File: config.mk
export PLATFORM = sky130hd
export DESIGN_NAME = pafo_ctrl
export DESIGN_NICKNAME = d
export VERILOG_FILES = /design/src/rtl/core/pafo_pkg.sv /design/src/rtl/core/pafo_ctrl.sv
export VERILOG_INCLUDE_DIRS = /design/src /design/src/rtl/core
export SDC_FILE = /design/constraint.sdc
export NUM_CORES = 1
export LEC_CHECK = 0
export BUFFER_PORTS_ARGS = -buffer_cell sky130_fd_sc_hd__buf_2
export CAP_MARGIN = 5
export CORE_UTILIZATION = 38
export CTS_BUF_LIST = sky130_fd_sc_hd__clkbuf_2 sky130_fd_sc_hd__clkbuf_4 sky130_fd_sc_hd__clkbuf_8
export CTS_CLUSTER_DIAMETER = 40
export DETAILED_ROUTE_END_ITERATION = 16
export SLEW_MARGIN = 20
export SYNTH_ARGS = -nofsm -noshare
export SYNTH_HDL_FRONTEND = slang
export SYNTH_SLANG_ARGS = --single-unit
export TNS_END_PERCENT = 5
File: constraint.sdc
create_clock -name clk_i -period 3.72 [get_ports clk_i]
set_input_delay 0.744 -clock clk_i [delete_from_list [all_inputs] [get_ports clk_i]]
set_output_delay 0.744 -clock clk_i [all_outputs]
set_load 0.005 [all_outputs]
File: src/rtl/core/packet_assembly_fifo_overwrite_defines.svh
// assertion macros for the packet fifo with overwrite
// used by the control module; no other dependencies
`ifndef PACKET_ASSEMBLY_FIFO_OVERWRITE_DEFINES_SVH
`define PACKET_ASSEMBLY_FIFO_OVERWRITE_DEFINES_SVH

// same-cycle implication, checked out of reset
`define PAFO_ASSERT_NOW(lbl, ante, cons) \
  lbl: assert property (@(posedge clk_i) disable iff (!rst_ni) (ante) |-> (cons)) \
    else $error("pafo: same-cycle check failed");

// next-cycle implication, checked out of reset
`define PAFO_ASSERT_NEXT(lbl, ante, cons) \
  lbl: assert property (@(posedge clk_i) disable iff (!rst_ni) (ante) |=> (cons)) \
    else $error("pafo: next-cycle check failed");

`endif

File: src/rtl/core/pafo_pkg.sv
// shared types and constants for the packet fifo with overwrite
// no dependencies
`timescale 1ns / 1ps

package pafo_pkg;

  localparam int unsigned SLOTS_DEF        = 16;
  localparam int unsigned PACKET_BYTES_DEF = 64;

  localparam int unsigned SIZE_W = 7;  // packet_size register and fill level
  localparam int unsigned CNT_W  = 5;  // slots_in_use register and stored count
  localparam int unsigned IDX_W  = 2;  // config register index
  localparam int unsigned BYTE_W = 8;

  localparam logic [IDX_W-1:0] CFG_PACKET_SIZE  = 2'd0;
  localparam logic [IDX_W-1:0] CFG_SLOTS_IN_USE = 2'd1;

  typedef enum logic [1:0] {
    MODE_PUSH  = 2'd0,
    MODE_POP   = 2'd1,
    MODE_PURGE = 2'd2
  } mode_e;

  typedef enum logic [1:0] {
    KIND_STORED = 2'd0,
    KIND_BYTE   = 2'd1,
    KIND_EMPTY  = 2'd2
  } kind_e;

  typedef struct packed {
    logic wr_en;
    logic rd_en;
  } mem_ctl_t;

endpackage

File: src/rtl/core/pafo_ctrl.sv
// ring pointers, fill tracking, pop sequencer and result registers
// depends on pafo_pkg and packet_assembly_fifo_overwrite_defines.svh
`timescale 1ns / 1ps
`include "packet_assembly_fifo_overwrite_defines.svh"

module pafo_ctrl #(
  parameter int unsigned SLOTS        = pafo_pkg::SLOTS_DEF,
  parameter int unsigned PACKET_BYTES = pafo_pkg::PACKET_BYTES_DEF,
  localparam int unsigned SLOT_W = (SLOTS > 1) ? $clog2(SLOTS) : 1,
  localparam int unsigned OFS_W  = (PACKET_BYTES > 1) ? $clog2(PACKET_BYTES) : 1,
  localparam int unsigned ADDR_W = SLOT_W + OFS_W
) (
  input  logic                          clk_i,
  input  logic                          rst_ni,
  input  logic                          start_i,
  output logic                          busy_o,
  input  logic [1:0]                    mode_i,
  input  logic [pafo_pkg::BYTE_W-1:0]   data_byte_i,
  input  logic                          cfg_valid_i,
  output logic                          cfg_ready_o,
  input  logic [pafo_pkg::IDX_W-1:0]    cfg_index_i,
  input  logic [pafo_pkg::SIZE_W-1:0]   cfg_data_i,
  output pafo_pkg::mem_ctl_t            mem_ctl_o,
  output logic [ADDR_W-1:0]             mem_waddr_o,
  output logic [pafo_pkg::BYTE_W-1:0]   mem_wdata_o,
  output logic [ADDR_W-1:0]             mem_raddr_o,
  input  logic [pafo_pkg::BYTE_W-1:0]   mem_rdata_i,
  output logic                          result_valid_o,
  output logic [1:0]                    kind_o,
  output logic [pafo_pkg::BYTE_W-1:0]   out_byte_o,
  output logic                          last_o,
  output logic [pafo_pkg::CNT_W-1:0]    remain_o,
  output logic                          dropped_oldest_o
);

  localparam int unsigned SUM_W  = ((SLOT_W > pafo_pkg::CNT_W) ? SLOT_W : pafo_pkg::CNT_W) + 1;
  localparam int unsigned SW     = pafo_pkg::SIZE_W;
  localparam int unsigned CW     = pafo_pkg::CNT_W;

  // ring and fill state
  logic [SLOT_W-1:0]     oldest_q, oldest_d;
  logic [CW-1:0]         count_q, count_d;
  logic [SW-1:0]         fill_q, fill_d;
  logic                  drop_q, drop_d;
  // effective sizes, clamped at write time
  logic [SW-1:0]         psize_q, psize_d;
  logic [CW-1:0]         nslots_q, nslots_d;
  // pop sequencer
  logic                  stream_q, stream_d;
  logic [SLOT_W-1:0]     rd_slot_q, rd_slot_d;
  logic [SW-1:0]         idx_q, idx_d;
  // result registers
  logic                  res_vld_q, res_vld_d;
  pafo_pkg::kind_e       kind_q, kind_d;
  logic                  last_q, last_d;
  logic [CW-1:0]         remain_q, remain_d;
  logic                  dropped_q, dropped_d;

  logic                  acc;
  logic                  cfg_acc;
  logic [SUM_W-1:0]      sum;
  logic [SUM_W-1:0]      inc;
  logic [SLOT_W-1:0]     wr_slot;
  logic [SLOT_W-1:0]     oldest_inc;
  logic                  need_drop;
  logic [SW-1:0]         fill_inc;
  logic [CW-1:0]         cnt_tmp;
  logic                  drop_tmp;
  logic                  byte_last;

  // a request on start_i holds register writes off
  assign acc         = start_i & ~stream_q;
  assign cfg_ready_o = ~stream_q & ~start_i;
  assign cfg_acc     = cfg_valid_i & cfg_ready_o;
  assign busy_o      = stream_q;

  // write slot sits just past the stored packets, wrapping once at most
  assign sum     = SUM_W'(oldest_q) + SUM_W'(count_q);
  assign wr_slot = (sum >= SUM_W'(nslots_q)) ? SLOT_W'(sum - SUM_W'(nslots_q))
                                             : SLOT_W'(sum);
  assign inc        = SUM_W'(oldest_q) + SUM_W'(1);
  assign oldest_inc = (inc == SUM_W'(nslots_q)) ? '0 : SLOT_W'(inc);

  assign need_drop = (fill_q == '0) && (count_q >= nslots_q);
  assign fill_inc  = fill_q + SW'(1);
  assign byte_last = (idx_q == psize_q - SW'(1));

  assign mem_waddr_o = {wr_slot, fill_q[OFS_W-1:0]};
  assign mem_wdata_o = data_byte_i;
  assign mem_raddr_o = {rd_slot_q, idx_q[OFS_W-1:0]};

  always_comb begin
    oldest_d   = oldest_q;
    count_d    = count_q;
    fill_d     = fill_q;
    drop_d     = drop_q;
    psize_d    = psize_q;
    nslots_d   = nslots_q;
    stream_d   = stream_q;
    rd_slot_d  = rd_slot_q;
    idx_d      = idx_q;
    res_vld_d  = 1'b0;
    kind_d     = kind_q;
    last_d     = 1'b0;
    remain_d   = remain_q;
    dropped_d  = 1'b0;
    mem_ctl_o  = '0;
    cnt_tmp    = count_q;
    drop_tmp   = drop_q;

    if (stream_q) begin
      mem_ctl_o.rd_en = 1'b1;
      res_vld_d       = 1'b1;
      kind_d          = pafo_pkg::KIND_BYTE;
      last_d          = byte_last;
      remain_d        = count_q;
      idx_d           = idx_q + SW'(1);
      if (byte_last) begin
        stream_d = 1'b0;
      end
    end else if (cfg_acc) begin
      // a write to packet_size or slots_in_use empties the fifo and restarts the ring
      if (cfg_index_i == pafo_pkg::CFG_PACKET_SIZE) begin
        if (cfg_data_i == '0) begin
          psize_d = SW'(1);
        end else if (cfg_data_i > SW'(PACKET_BYTES)) begin
          psize_d = SW'(PACKET_BYTES);
        end else begin
          psize_d = cfg_data_i;
        end
      end
      if (cfg_index_i == pafo_pkg::CFG_SLOTS_IN_USE) begin
        if (cfg_data_i[CW-1:0] == '0) begin
          nslots_d = CW'(1);
        end else if ({4'b0, cfg_data_i[CW-1:0]} > 9'(SLOTS)) begin
          nslots_d = CW'(SLOTS);
        end else begin
          nslots_d = cfg_data_i[CW-1:0];
        end
      end
      if (cfg_index_i == pafo_pkg::CFG_PACKET_SIZE ||
          cfg_index_i == pafo_pkg::CFG_SLOTS_IN_USE) begin
        oldest_d = '0;
        count_d  = '0;
        fill_d   = '0;
        drop_d   = 1'b0;
      end
    end else if (acc) begin
      unique case (mode_i)
        pafo_pkg::MODE_PUSH: begin
          mem_ctl_o.wr_en = 1'b1;
          if (need_drop) begin
            oldest_d = oldest_inc;
            cnt_tmp  = count_q - CW'(1);
            drop_tmp = 1'b1;
          end
          if (fill_inc == psize_q) begin
            fill_d    = '0;
            count_d   = cnt_tmp + CW'(1);
            drop_d    = 1'b0;
            res_vld_d = 1'b1;
            kind_d    = pafo_pkg::KIND_STORED;
            remain_d  = cnt_tmp + CW'(1);
            dropped_d = drop_tmp;
          end else begin
            fill_d  = fill_inc;
            count_d = cnt_tmp;
            drop_d  = drop_tmp;
          end
        end
        pafo_pkg::MODE_POP: begin
          if (count_q == '0) begin
            res_vld_d = 1'b1;
            kind_d    = pafo_pkg::KIND_EMPTY;
            remain_d  = '0;
          end else begin
            rd_slot_d = oldest_q;
            oldest_d  = oldest_inc;
            count_d   = count_q - CW'(1);
            stream_d  = 1'b1;
            idx_d     = '0;
          end
        end
        pafo_pkg::MODE_PURGE: begin
          oldest_d = wr_slot;
          count_d  = '0;
          fill_d   = '0;
          drop_d   = 1'b0;
        end
        default: begin
        end
      endcase
    end
  end

  always_ff @(posedge clk_i or negedge rst_ni) begin
    if (!rst_ni) begin
      oldest_q  <= '0;
      count_q   <= '0;
      fill_q    <= '0;
      drop_q    <= 1'b0;
      psize_q   <= SW'(PACKET_BYTES);
      nslots_q  <= (SLOTS > 16) ? CW'(16) : CW'(SLOTS);
      stream_q  <= 1'b0;
      rd_slot_q <= '0;
      idx_q     <= '0;
      res_vld_q <= 1'b0;
      kind_q    <= pafo_pkg::KIND_STORED;
      last_q    <= 1'b0;
      remain_q  <= '0;
      dropped_q <= 1'b0;
    end else begin
      oldest_q  <= oldest_d;
      count_q   <= count_d;
      fill_q    <= fill_d;
      drop_q    <= drop_d;
      psize_q   <= psize_d;
      nslots_q  <= nslots_d;
      stream_q  <= stream_d;
      rd_slot_q <= rd_slot_d;
      idx_q     <= idx_d;
      res_vld_q <= res_vld_d;
      kind_q    <= kind_d;
      last_q    <= last_d;
      remain_q  <= remain_d;
      dropped_q <= dropped_d;
    end
  end

  assign result_valid_o   = res_vld_q;
  assign kind_o           = kind_q;
  assign out_byte_o       = (kind_q == pafo_pkg::KIND_BYTE) ? mem_rdata_i : '0;
  assign last_o           = last_q;
  assign remain_o         = remain_q;
  assign dropped_oldest_o = dropped_q;

  `PAFO_ASSERT_NOW(a_count_bound, 1'b1, count_q <= nslots_q)
  `PAFO_ASSERT_NOW(a_fill_bound, 1'b1, fill_q < psize_q)
  `PAFO_ASSERT_NEXT(a_pop_streams, acc && !cfg_acc && mode_i == pafo_pkg::MODE_POP && count_q != '0, stream_q && idx_q == '0)
  `PAFO_ASSERT_NOW(a_last_ends, res_vld_q && last_q, !stream_q && kind_q == pafo_pkg::KIND_BYTE)

endmodule

==> results of run 1 <==
==> flip-flops by register name (all words and copies together), names as in the netlist <==
signal and cells:
idx_q 7, drop_q 1, psize_q 7, fill_q 7, count_q 5, dropped_oldest_o 1, remain_o 5, last_o 1
rd_slot_q 4, oldest_q 4, busy_o 1, kind_o 2, result_valid_o 1, nslots_q 5
==> layer usage <==
layer / wire [um] / track usage (%) / vias to the layer above / share of wire (%)
li1: - / - / 1667 / -
met1: 4427 / 24.76 / 1640 / 44
met2: 4927 / 32.31 / 79 / 49
met3: 399 / 2.246 / 17 / 4.0
met4: 206 / 5.433 / 0 / 2.1
met5: 0 / 0 / - / 0
==> cell families after synthesis <==
logic type,after synthesis,share of synthesized area [%]
multiplexers,12,3.234
flip-flops,51,31.78
buffers and inverters,56,7.587
XOR/XNOR,43,10.04
AND/OR/NAND/NOR,151,20.99
adder cells (fa/ha/maj),27,8.769
AO/OA/AOI/OAI,108,17.60
==> worst paths after layout <==
| kind | from | cells past startpoint | endpoint | slack (ns) |
|---|---|---|---|---|
| worst max-delay path | oldest_q[1]$_DFFE_PN0P_ | 11 | mem_waddr_o[7] | 0.04 |
| worst min-delay path | rst_ni | 1 | oldest_q[2]$_DFFE_PN0P_ | 0.50 |
| worst max register to register | count_q[1]$_DFFE_PN0P_ | 15 | count_q[4]$_DFFE_PN0P_ | 0.58 |
| worst min register to register | psize_q[6]$_DFFE_PN1P_ | 2 | psize_q[6]$_DFFE_PN1P_ | 0.50 |
| max in group asynchronous | rst_ni | 2 | idx_q[5]$_DFFE_PN0P_ | 2.49 |
| min in group clk_i | psize_q[6]$_DFFE_PN1P_ | 2 | psize_q[6]$_DFFE_PN1P_ | 0.50 |
==> report_power, final <==
group | switching (uW) | internal (uW) | leakage, uW
Sequential | 260 | 768 | 0.000656
Combinational | 1460 | 1340 | 0.00145
Clock | 190 | 143 | 0.0000452
Total | 1910 | 2250 | 0.00215
==> per-stage QoR <==
step	area [sq um]	utilization [%]
final	4554	44.31
after detailed placement	4355	42.38
after CTS	4521	43.99
after global routing	4554	44.31
after floorplan	4024	-
after global placement	4355	42.38
==> cell usage in the layout (no fill, tap or decap), types with 8 or more instances in the layout <==
| cell type | count |
|---|---|
| inv_1 | 19 |
| nor2_1 | 16 |
| dfrtp_1 | 48 |
| buf_4 | 15 |
| ha_1 | 23 |
| nand3_1 | 12 |
| a21oi_1 | 15 |
| xnor2_1 | 24 |
| nand2_1 | 50 |
| buf_2 | 64 |
| nor3_1 | 8 |
| nand2b_1 | 8 |
| and2_1 | 11 |
| o21ai_0 | 28 |
| xor2_1 | 16 |
| nand3b_1 | 10 |
==> final cells by class <==
class / count / area [sq um] / area share [%]
well taps: 136 / 170.2 / 3.736
flip-flops and latches: 51 / 1280 / 28.10
multi-input cells: 341 / 2496 / 54.81
inverters: 19 / 71.32 / 1.566
clock inverters: 2 / 16.27 / 0.3571
repair buffers: 80 / 444.2 / 9.753
clock buffers: 6 / 76.32 / 1.676
==> critical path, stage by stage (launching register included) <==
cell	delay (ns)
dfrtp_2	0.44
ha_4	0.24
a21o_1	0.19
a21oi_2	0.16
xnor2_2	0.14
ha_1	0.29
a21oi_1	0.17
o21ai_1	0.12
a221oi_2	0.28
buf_4	0.17
mux2_4	0.31
buf_2	0.13
==> repair_timing <==
| item | 4_1_cts | 5_1_grt |
|---|---|---|
| buffers inserted | 5 | 1 |
| pin swaps | 4 | 9 |
| setup endpoints to repair | 4 | 3 |
| gates resized for setup | 8 | 9 |
==> results_dict.tcl, run 1 <==
set metrics [dict create \
    status "finished clean" \
    setup_tns_ns 0 \
    die_h_um 104.9 \
    core_sq_mm 0.01028 \
    nFillCells 1046 \
    worstPathMaxFanout 4 \
    drt_iter0_drc 222 \
    cts_buffer_depth 2 \
    area_delta_synth_final_pct 13.18 \
    setup_slack_ns 0.03576 \
    period_minus_slack_ns 3.684 \
    hp-class "primary input to asynchronous set/reset pin" \
    grt_pass1_wl_um 16750 \
    cts_max_level 2 \
    io_pins 81 \
    drive_above_1_share_pct 24.65 \
    grt_pass1_vias 3319 \
    routed_wl_um 9959 \
    finalNonFillerCells 635 \
    drv_cap 0 \
    cts_buffers 5 \
    synthCells 448 \
    holdBufCountCts 0 \
    ir_drop_v 0.0003945 \
    synthArstFlopShare_pct 100.0 \
    slew_headroom_pct 41.52 \
    core.rowCount 37 \
    syn_area_per_cell_sq_um 8.982 \
    synth_ff_type "dfrtp_1" \
    worstPathRequired_ns 2.98 \
    dp_hpwl_um 7731 \
    ant_nets 0 \
    routedWlPerCell_um 15.68 \
    synth.largest_area_cell "dfrtp_1" \
    skew_ns 0.004930 \
    gr-usage-all-layers_pct 18.80 \
    synth_common_cells "nand2_1 (50), dfrtp_1 (49), o21ai_0 (31)" \
    synth_cell_types 70 \
    pwr_density_cell_mw_per_mm2 912.1 \
    clock_tree.root_cell "clkbuf_8" \
    yosys-top-cells-area "dfrtp_1 (30%), ha_1 (7.8%), xnor2_1 (5.4%), nand2_1 (4.7%), buf_4 (4.1%)" \
    vias 3403 \
    startpoint_type "flip-flop" \
    worst_slew_pin_slew_ns 0.8704 \
    viasPerCell 5.359 \
    p_total_uw 4154 \
    yosys.area.top_type_share_pct 30.47 \
    post-route-period-util_pct 99.04 \
    synth_most_common_cell "nand2_1" \
    grt_max_degree 34 \
    drcViolationCount 0 \
    io_buffers 64 \
    setup_viol 0 \
    syn-cell-area_sq_mm 0.004024 \
    worst_hold_slack_ns 0.4958 \
    crit_path_end_kind "output pin" \
    fmax_ghz 0.2714 \
    synth-edff-count 0 \
    p_leak_uw 0.002146 \
    chipWidth_um 104.9 \
    dr.pass1.iters 4 \
    crit_arrival_ns 2.94 \
    place_ws_ns 0.1520 \
    final_nets 556 \
    antenna_found_initial 0 \
    gp_congestion 0.8954 \
    drv_slew 0 \
    crit_type "flip-flop to output pin" \
    yosysSeqAreaShare_pct 31.78 \
    cts_tree "yes" \
    clk_latency_ns 0.30 \
    grt-ovfl-total 0 \
    dp_cells 621 \
    clkSinkCount 51 \
    synth_nets 506 \
    die_area_sq_mm 0.01101 \
    start_util_pct 39.15 \
    ys_warn_count 0 \
    clk_pin_slew_worst_paths_ns 0.09 \
    hold_violations 0 \
    synth_seq_cells 51 \
    antenna_cells 0 \
]
(Power assumes the default switching activity.)
==> run 2: changes to the inputs <==
--- a/config.mk
+++ b/config.mk
@@ -8,10 +8,11 @@
 export LEC_CHECK = 0
 export BUFFER_PORTS_ARGS = -buffer_cell sky130_fd_sc_hd__buf_2
 export CAP_MARGIN = 5
-export CORE_UTILIZATION = 38
+export CORE_UTILIZATION = 45
 export CTS_BUF_LIST = sky130_fd_sc_hd__clkbuf_2 sky130_fd_sc_hd__clkbuf_4 sky130_fd_sc_hd__clkbuf_8
 export CTS_CLUSTER_DIAMETER = 40
 export DETAILED_ROUTE_END_ITERATION = 16
+export PLACE_DENSITY = 0.7
 export SLEW_MARGIN = 20
 export SYNTH_ARGS = -nofsm -noshare
 export SYNTH_HDL_FRONTEND = slang
==> run 2 against run 1 <==
  * Non-clock buffer count did not move
  * Design area fell by 0.33%
  * Sequential share of layout area increased by 0.093 points
  * Combinational power decreased by 3%
  * Highest routed layer unchanged
  * Register-to-register slack better by 0.07 ns
==> results_dict.tcl, run 2 (same netlist as run 1, synthesis figures left out) <==
set metrics [dict create \
    status "finished clean" \
    nFillCells 823 \
    skew_ns 0.007496 \
    rr_endpoint "count_q[4]$_DFFE_PN0P_" \
    vias 3421 \
    multiInputGateArea_sq_mm 0.002489 \
    rsz0062_at_grt "true" \
    die_h_um 96.56 \
    drcViolationCount 0 \
    reg_top3 "fill_q (7), idx_q (7), psize_q (7)" \
    clock_tree.root_cell "clkbuf_8" \
    cts_max_level 2 \
    grtUsageMet1_pct 29.64 \
    p_leak_uw 0.002147 \
    slew_headroom_pct 46.27 \
    cts_buffers 5 \
    routed_wl_um 9703 \
    chipWidth_um 96.56 \
    holdBufCountCts 0 \
    dr.pass1.iters 6 \
    routedWlPerCell_um 15.99 \
    fmax_ghz 0.2750 \
    drv_cap 0 \
    layout_commonest_cell "buf_2" \
    io_buffers 64 \
    grt-ovfl-total 0 \
    gp_congestion 0.9022 \
    worstPathMaxFanout 6 \
    ant_nets 0 \
    use_met3_pct 2.739 \
    start_util_pct 46.37 \
    hold_violations 0 \
    cp_common_cell "buf_6" \
    setup_viol 0 \
    dp_hpwl_um 7368 \
    cts_buffer_depth 2 \
    r2r_cells 15 \
    antenna_found_initial 0 \
    place_ws_ns 0.1667 \
    core_sq_mm 0.008678 \
    cts_tree "yes" \
    worst_slew_pin_slew_ns 0.7998 \
    gr-usage-all-layers_pct 22.12 \
    final_util_pct 52.31 \
    crit_path_end_kind "output pin" \
    io_pins 81 \
    grt_pass1_vias 3306 \
    r2r-start "count_q[1]$_DFFE_PN0P_" \
    cpMaxStageDelayCell "dfrtp_2" \
    die_area_sq_mm 0.009324 \
    core.rowCount 34 \
    pwr_density_cell_mw_per_mm2 913.3 \
    setup_slack_ns 0.08386 \
    crit_arrival_ns 2.89 \
    met2_usage_pct 37.79 \
    clkSinkCount 51 \
    period_minus_slack_ns 3.636 \
    drive_above_1_share_pct 24.25 \
    busiest_layer "met2" \
    post-route-period-util_pct 97.75 \
    hp-class "primary input to asynchronous set/reset pin" \
    drv_slew 0 \
    crit_chain "buf_6 > fa_2 > a21o_1 > a21oi_2 > xnor2_1 > ha_1 > a221oi_2 > buf_4 > mux2_4 > buf_6" \
    crit_type "flip-flop to output pin" \
    clk_pin_slew_worst_paths_ns 0.10 \
    critPathMaxStageDelay_ns 0.45 \
    final_nets 556 \
    viasPerCell 5.636 \
    grt_pass1_wl_um 15950 \
    drt_iter0_drc 136 \
    crit_start "oldest_q[1]$_DFFE_PN0P_" \
    grt_max_degree 28 \
    worst_path_dominant_cell_family "adder cells" \
    worstPathRequired_ns 2.98 \
    ir_drop_v 0.0003617 \
    seq_area_sq_mm 0.001280 \
    antenna_cells 0 \
    startpoint_type "flip-flop" \
    worstPathBufferInverterCount 3 \
    r2r_setup_slack_ns 0.65 \
    clk_latency_ns 0.31 \
    final_cell_mix "buf_2 (63), nand2_1 (50), dfrtp_1 (48)" \
    area_delta_synth_final_pct 12.81 \
]
[run 2: cell count changes in the layout (fill, tap and decap cells not counted)]
cell and delta:
xor2_2 +1, bufinv_16 +1, xor2_1 -1, o21ai_0 +2, inv_6 -1, xnor2_1 +1
xnor2_2 -1, buf_6 +1, buf_2 -1, o21ai_2 -2
[run 2: how the worst max path moves through the flow]
stage,to,slack (ns),depth (start not counted)
3_5_place_dp,mem_waddr_o[7],0.17,11
5_1_grt,mem_waddr_o[7],-0.03,10
6_report,mem_waddr_o[7],0.08,10
3_3_place_gp,mem_waddr_o[7],0.22,11
2_1_floorplan,mem_waddr_o[7],0.19,7
4_1_cts,mem_waddr_o[7],0.008,11
[run 2: repair_timing]
action	CTS	global route
buffers inserted	5	1
pin swaps	4	11
gates resized for setup	6	8
endpoints found under the setup margin	4	4
[run 2: layer usage]
layer	part of all wire (%)	wire length, um
met5	0	0
met4	1.7	166
met3	5.2	502
met2	48	4677
met1	45	4357
[run 2: worst reg2reg max path: cells and delay by family (launching register included)]
family / cells / cell delay [ns]
flops: 1 / 0.43
compound gates: 5 / 0.77
simple gates: 3 / 0.35
mux: 1 / 0.09
fa+ha+maj: 2 / 0.59
xor+xnor: 1 / 0.22
buf+inv: 3 / 0.49
[run 2: layout make-up]
type / instances / share of cell area [%]
Multi-Input combinational cell: 341 / 54.82
Tap cell: 108 / 2.977
Clock buffer: 6 / 1.681
Timing Repair Buffer: 80 / 9.923
Inverter: 19 / 1.571
Sequential cell: 51 / 28.20
Clock inverter: 2 / 0.8269
[run 2: metrics by stage]
stage	power, uW	hold slack, ns	setup TNS, ns	area [sq um]	std cells
global placement	3460	0.4665	0	4320	593
global route	4532	0.4857	-0.02942	4539	607
floorplan	2845	0.4484	0	4024	448
CTS	4020	0.4669	0	4491	606
detailed placement	3531	0.4642	0	4320	593
finish	4146	0.4487	0	4539	607
[run 2: power by group]
part | leakage [uW] | internal, uW | switching, uW
Clock | 0.0000548 | 208 | 191
Sequential | 0.000656 | 768 | 257
Combinational | 0.00144 | 1320 | 1400
Total | 0.00215 | 2300 | 1850
==> run 3: changes to the inputs <==
--- a/config.mk
+++ b/config.mk
@@ -6,13 +6,16 @@
 export SDC_FILE = /design/constraint.sdc
 export NUM_CORES = 1
 export LEC_CHECK = 0
+export ABC_AREA = 1
 export BUFFER_PORTS_ARGS = -buffer_cell sky130_fd_sc_hd__buf_2
 export CAP_MARGIN = 5
-export CORE_UTILIZATION = 45
+export CELL_PAD_IN_SITES_DETAIL_PLACEMENT = 1
+export CELL_PAD_IN_SITES_GLOBAL_PLACEMENT = 1
+export CORE_UTILIZATION = 41
 export CTS_BUF_LIST = sky130_fd_sc_hd__clkbuf_2 sky130_fd_sc_hd__clkbuf_4 sky130_fd_sc_hd__clkbuf_8
 export CTS_CLUSTER_DIAMETER = 40
 export DETAILED_ROUTE_END_ITERATION = 16
-export PLACE_DENSITY = 0.7
+export PLACE_DENSITY_LB_ADDON = 0.1
 export SLEW_MARGIN = 20
 export SYNTH_ARGS = -nofsm -noshare
 export SYNTH_HDL_FRONTEND = slang
==> constraint.sdc (replaced) <==
create_clock -name clk_i -period 4.13 [get_ports clk_i]
set_input_delay 0.826 -clock clk_i [delete_from_list [all_inputs] [get_ports clk_i]]
set_output_delay 0.826 -clock clk_i [all_outputs]
set_load 0.005 [all_outputs]
==> run 3 against run 2 <==
  * Worst hold slack gained 0.018 ns
  * Final cell count rose by 22%
  * Combinational power down 25%
  * Largest cell class unchanged
  * Largest power group unchanged
  * Flip-flop and latch count unchanged
  * Area after synthesis is 0.12% higher
  * Clock skew rose by 0.016 ns
  * Count of clock-buffer cells in the layout unchanged
  * Global-route usage is 2.1 points higher
  * Clock power down 5.8%
==> results_dict.tcl, run 3 <==
set metrics [dict create \
    dp_cells 734 \
    chipWidth_um 101.1 \
    worstPathBufferInverterCount 2 \
    cpMaxStageDelayCell "fa_1" \
    antenna_cells 0 \
    clk_latency_ns 0.32 \
    synth_ff_type "dfrtp_1" \
    cts_buffer_depth 2 \
    startpoint_type "flip-flop" \
    crit_arrival_ns 3.10 \
    drive_above_1_share_pct 17.43 \
    layout_commonest_cell "nand2_1" \
    final_nets 671 \
    cts_tree "yes" \
    status "finished clean" \
    gr-usage-all-layers_pct 24.25 \
    viasPerCell 5.179 \
    final_cell_mix "nand2_1 (153), inv_1 (85), buf_2 (64)" \
    stdcell_area_sq_mm 0.004468 \
    placed_area_sq_mm 0.004345 \
    io_buffers 64 \
    finalNonFillerCells 743 \
    syn-cell-area_sq_mm 0.004029 \
    clk_pin_slew_worst_paths_ns 0.10 \
    die_area_sq_mm 0.01023 \
    drcViolationCount 0 \
    reg_top3 "fill_q (7), idx_q (7), psize_q (7)" \
    yosysSeqAreaShare_pct 31.74 \
    cts_max_level 2 \
    critPathMaxStageDelay_ns 0.52 \
    antenna_found_initial 0 \
    drt_iter0_drc 138 \
    core.rowCount 35 \
    rsz0062_at_grt "true" \
    post_cts_buffers 0 \
    routedWlPerCell_um 15.47 \
    synth_cell_types 36 \
    synth-edff-count 0 \
    synthCells 564 \
    io_pins 81 \
    synth_nets 622 \
    clock_tree.root_cell "clkbuf_8" \
    crit_chain "ha_1 > fa_1 > fa_1 > inv_1 > a21oi_1 > o21ai_1 > nand2_1 > nand2_1 > nand3b_1 > o21ai_0 > buf_2" \
    synth_seq_cells 51 \
    syn_area_per_cell_sq_um 7.143 \
    place_ws_ns 0.4613 \
    dr.pass1.iters 6 \
    setup_slack_ns 0.2085 \
    skew_ns 0.02384 \
    worstPathMaxFanout 6 \
    grt_pass1_vias 3896 \
    worst_path_dominant_cell_family "adder cells" \
    synthArstFlopShare_pct 100.0 \
    synth_most_common_cell "nand2_1" \
    ir_drop_v 0.0004528 \
    yosys.area.top_type_share_pct 30.43 \
    period_minus_slack_ns 3.921 \
    area_delta_synth_final_pct 10.90 \
    hp-class "flip-flop to flip-flop" \
    yosys-top-cells-area "dfrtp_1 (30%), nand2_1 (14%), inv_1 (7.9%), ha_1 (7.8%), nand3_1 (6.1%)" \
    grt_max_degree 31 \
    gp_congestion 0.9026 \
    post-route-period-util_pct 94.95 \
    slew_headroom_pct 51.74 \
    die_h_um 101.1 \
    crit_type "flip-flop to output pin" \
    grt_pass1_wl_um 19400 \
    clkSinkCount 51 \
    drv_cap 0 \
    cts_resized 0 \
    pwr_density_cell_mw_per_mm2 761.5 \
    vias 3848 \
    worstPathRequired_ns 3.30 \
    synth_common_cells "nand2_1 (153), inv_1 (85), dfrtp_1 (49), nand3_1 (49), nor2_1 (37)" \
    drv_slew 0 \
    setup_tns_ns 0 \
    dp_hpwl_um 9344 \
    final_util_pct 47.68 \
    fmax_ghz 0.2550 \
    holdBufCountCts 0 \
    p_leak_uw 0.002446 \
    cts_buffers 5 \
    setup_viol 0 \
    routed_wl_um 11490 \
    worst_slew_pin_slew_ns 0.7239 \
    start_util_pct 42.99 \
    hold_violations 0 \
    core_sq_mm 0.009371 \
    synth.largest_area_cell "dfrtp_1" \
    ant_nets 0 \
    crit_path_end_kind "output pin" \
    ys_warn_count 0 \
    grt-ovfl-total 0 \
]
==> run 3: changes by cell type in the layout (fill, tap and decap cells not counted), moves of 14 or more <==
cell / before / now
nand2_1: 50 / 153
inv_1: 19 / 85
o21ai_0: 30 / 15
buf_4: 15 / 1
nand3_1: 12 / 49
xnor2_1: 25 / 4
o22ai_1: 2 / 16
nor2_1: 16 / 37
==> run 3: cell families (layout without fill, tap and decap cells) <==
group,after synthesis,in the layout,synth area share [%]
simple gates,282,283,32.73
buf+inv,117,166,12.95
compound gates,67,67,9.472
flops,51,51,31.74
fa+ha+maj,27,27,8.758
xor+xnor,20,20,4.348
==> run 3: per-layer routing <==
layer,wire [um],vias up,global-route usage [%]
met5,0,-,0
met4,126,0,5.686
met3,423,14,2.830
met2,5419,80,41.60
met1,5521,1860,32.74
li1,-,1894,-
==> run 3: metrics by stage <==
step,power (uW),hold slack (ns)
final,3402,0.4664
after global routing,3766,0.5191
after CTS,3414,0.4759
after detailed placement,3021,0.4534
after global placement,2898,0.4496
after floorplan,2418,0.4654
==> run 3: worst paths after layout <==
kind,slack (ns),cells past startpoint,start,endpoint
setup / recovery,0.21,11,oldest_q[0]$_DFFE_PN0P_,mem_waddr_o[7]
hold / removal,0.47,2,remain_o[0]$_DFFE_PN0P_,remain_o[0]$_DFFE_PN0P_
setup reg to reg,1.14,17,nslots_q[4]$_DFFE_PN1P_,count_q[4]$_DFFE_PN0P_
hold reg to reg,0.47,2,remain_o[0]$_DFFE_PN0P_,remain_o[0]$_DFFE_PN0P_
max in group asynchronous,2.73,2,rst_ni,psize_q[6]$_DFFE_PN1P_
min in group asynchronous,0.55,1,rst_ni,idx_q[2]$_DFFE_PN0P_
==> run 3: report_power, final <==
group	leakage (uW)	switching, uW	total, uW	internal [uW]
sequential	0.000615	274	977	704
combinational	0.00177	1250	2050	796
clock	0.0000592	185	376	190
total	0.00245	1710	3400	1690
==> run 3: worst min-delay path, stage by stage (launching register included) <==
cell	delay, ns
dfrtp_1	0.34
nand2_1	0.05
nand2_1	0.04
==> run 3: final cells by class <==
class	instances	area, sq um
flip-flops and latches	51	1279
inverters	93	349.1
clock inverters	2	38.79
fillers	1271	4903
well taps	129	161.4
multi-input cells	397	2236
repair buffers	65	327.8
clock buffers	6	76.32
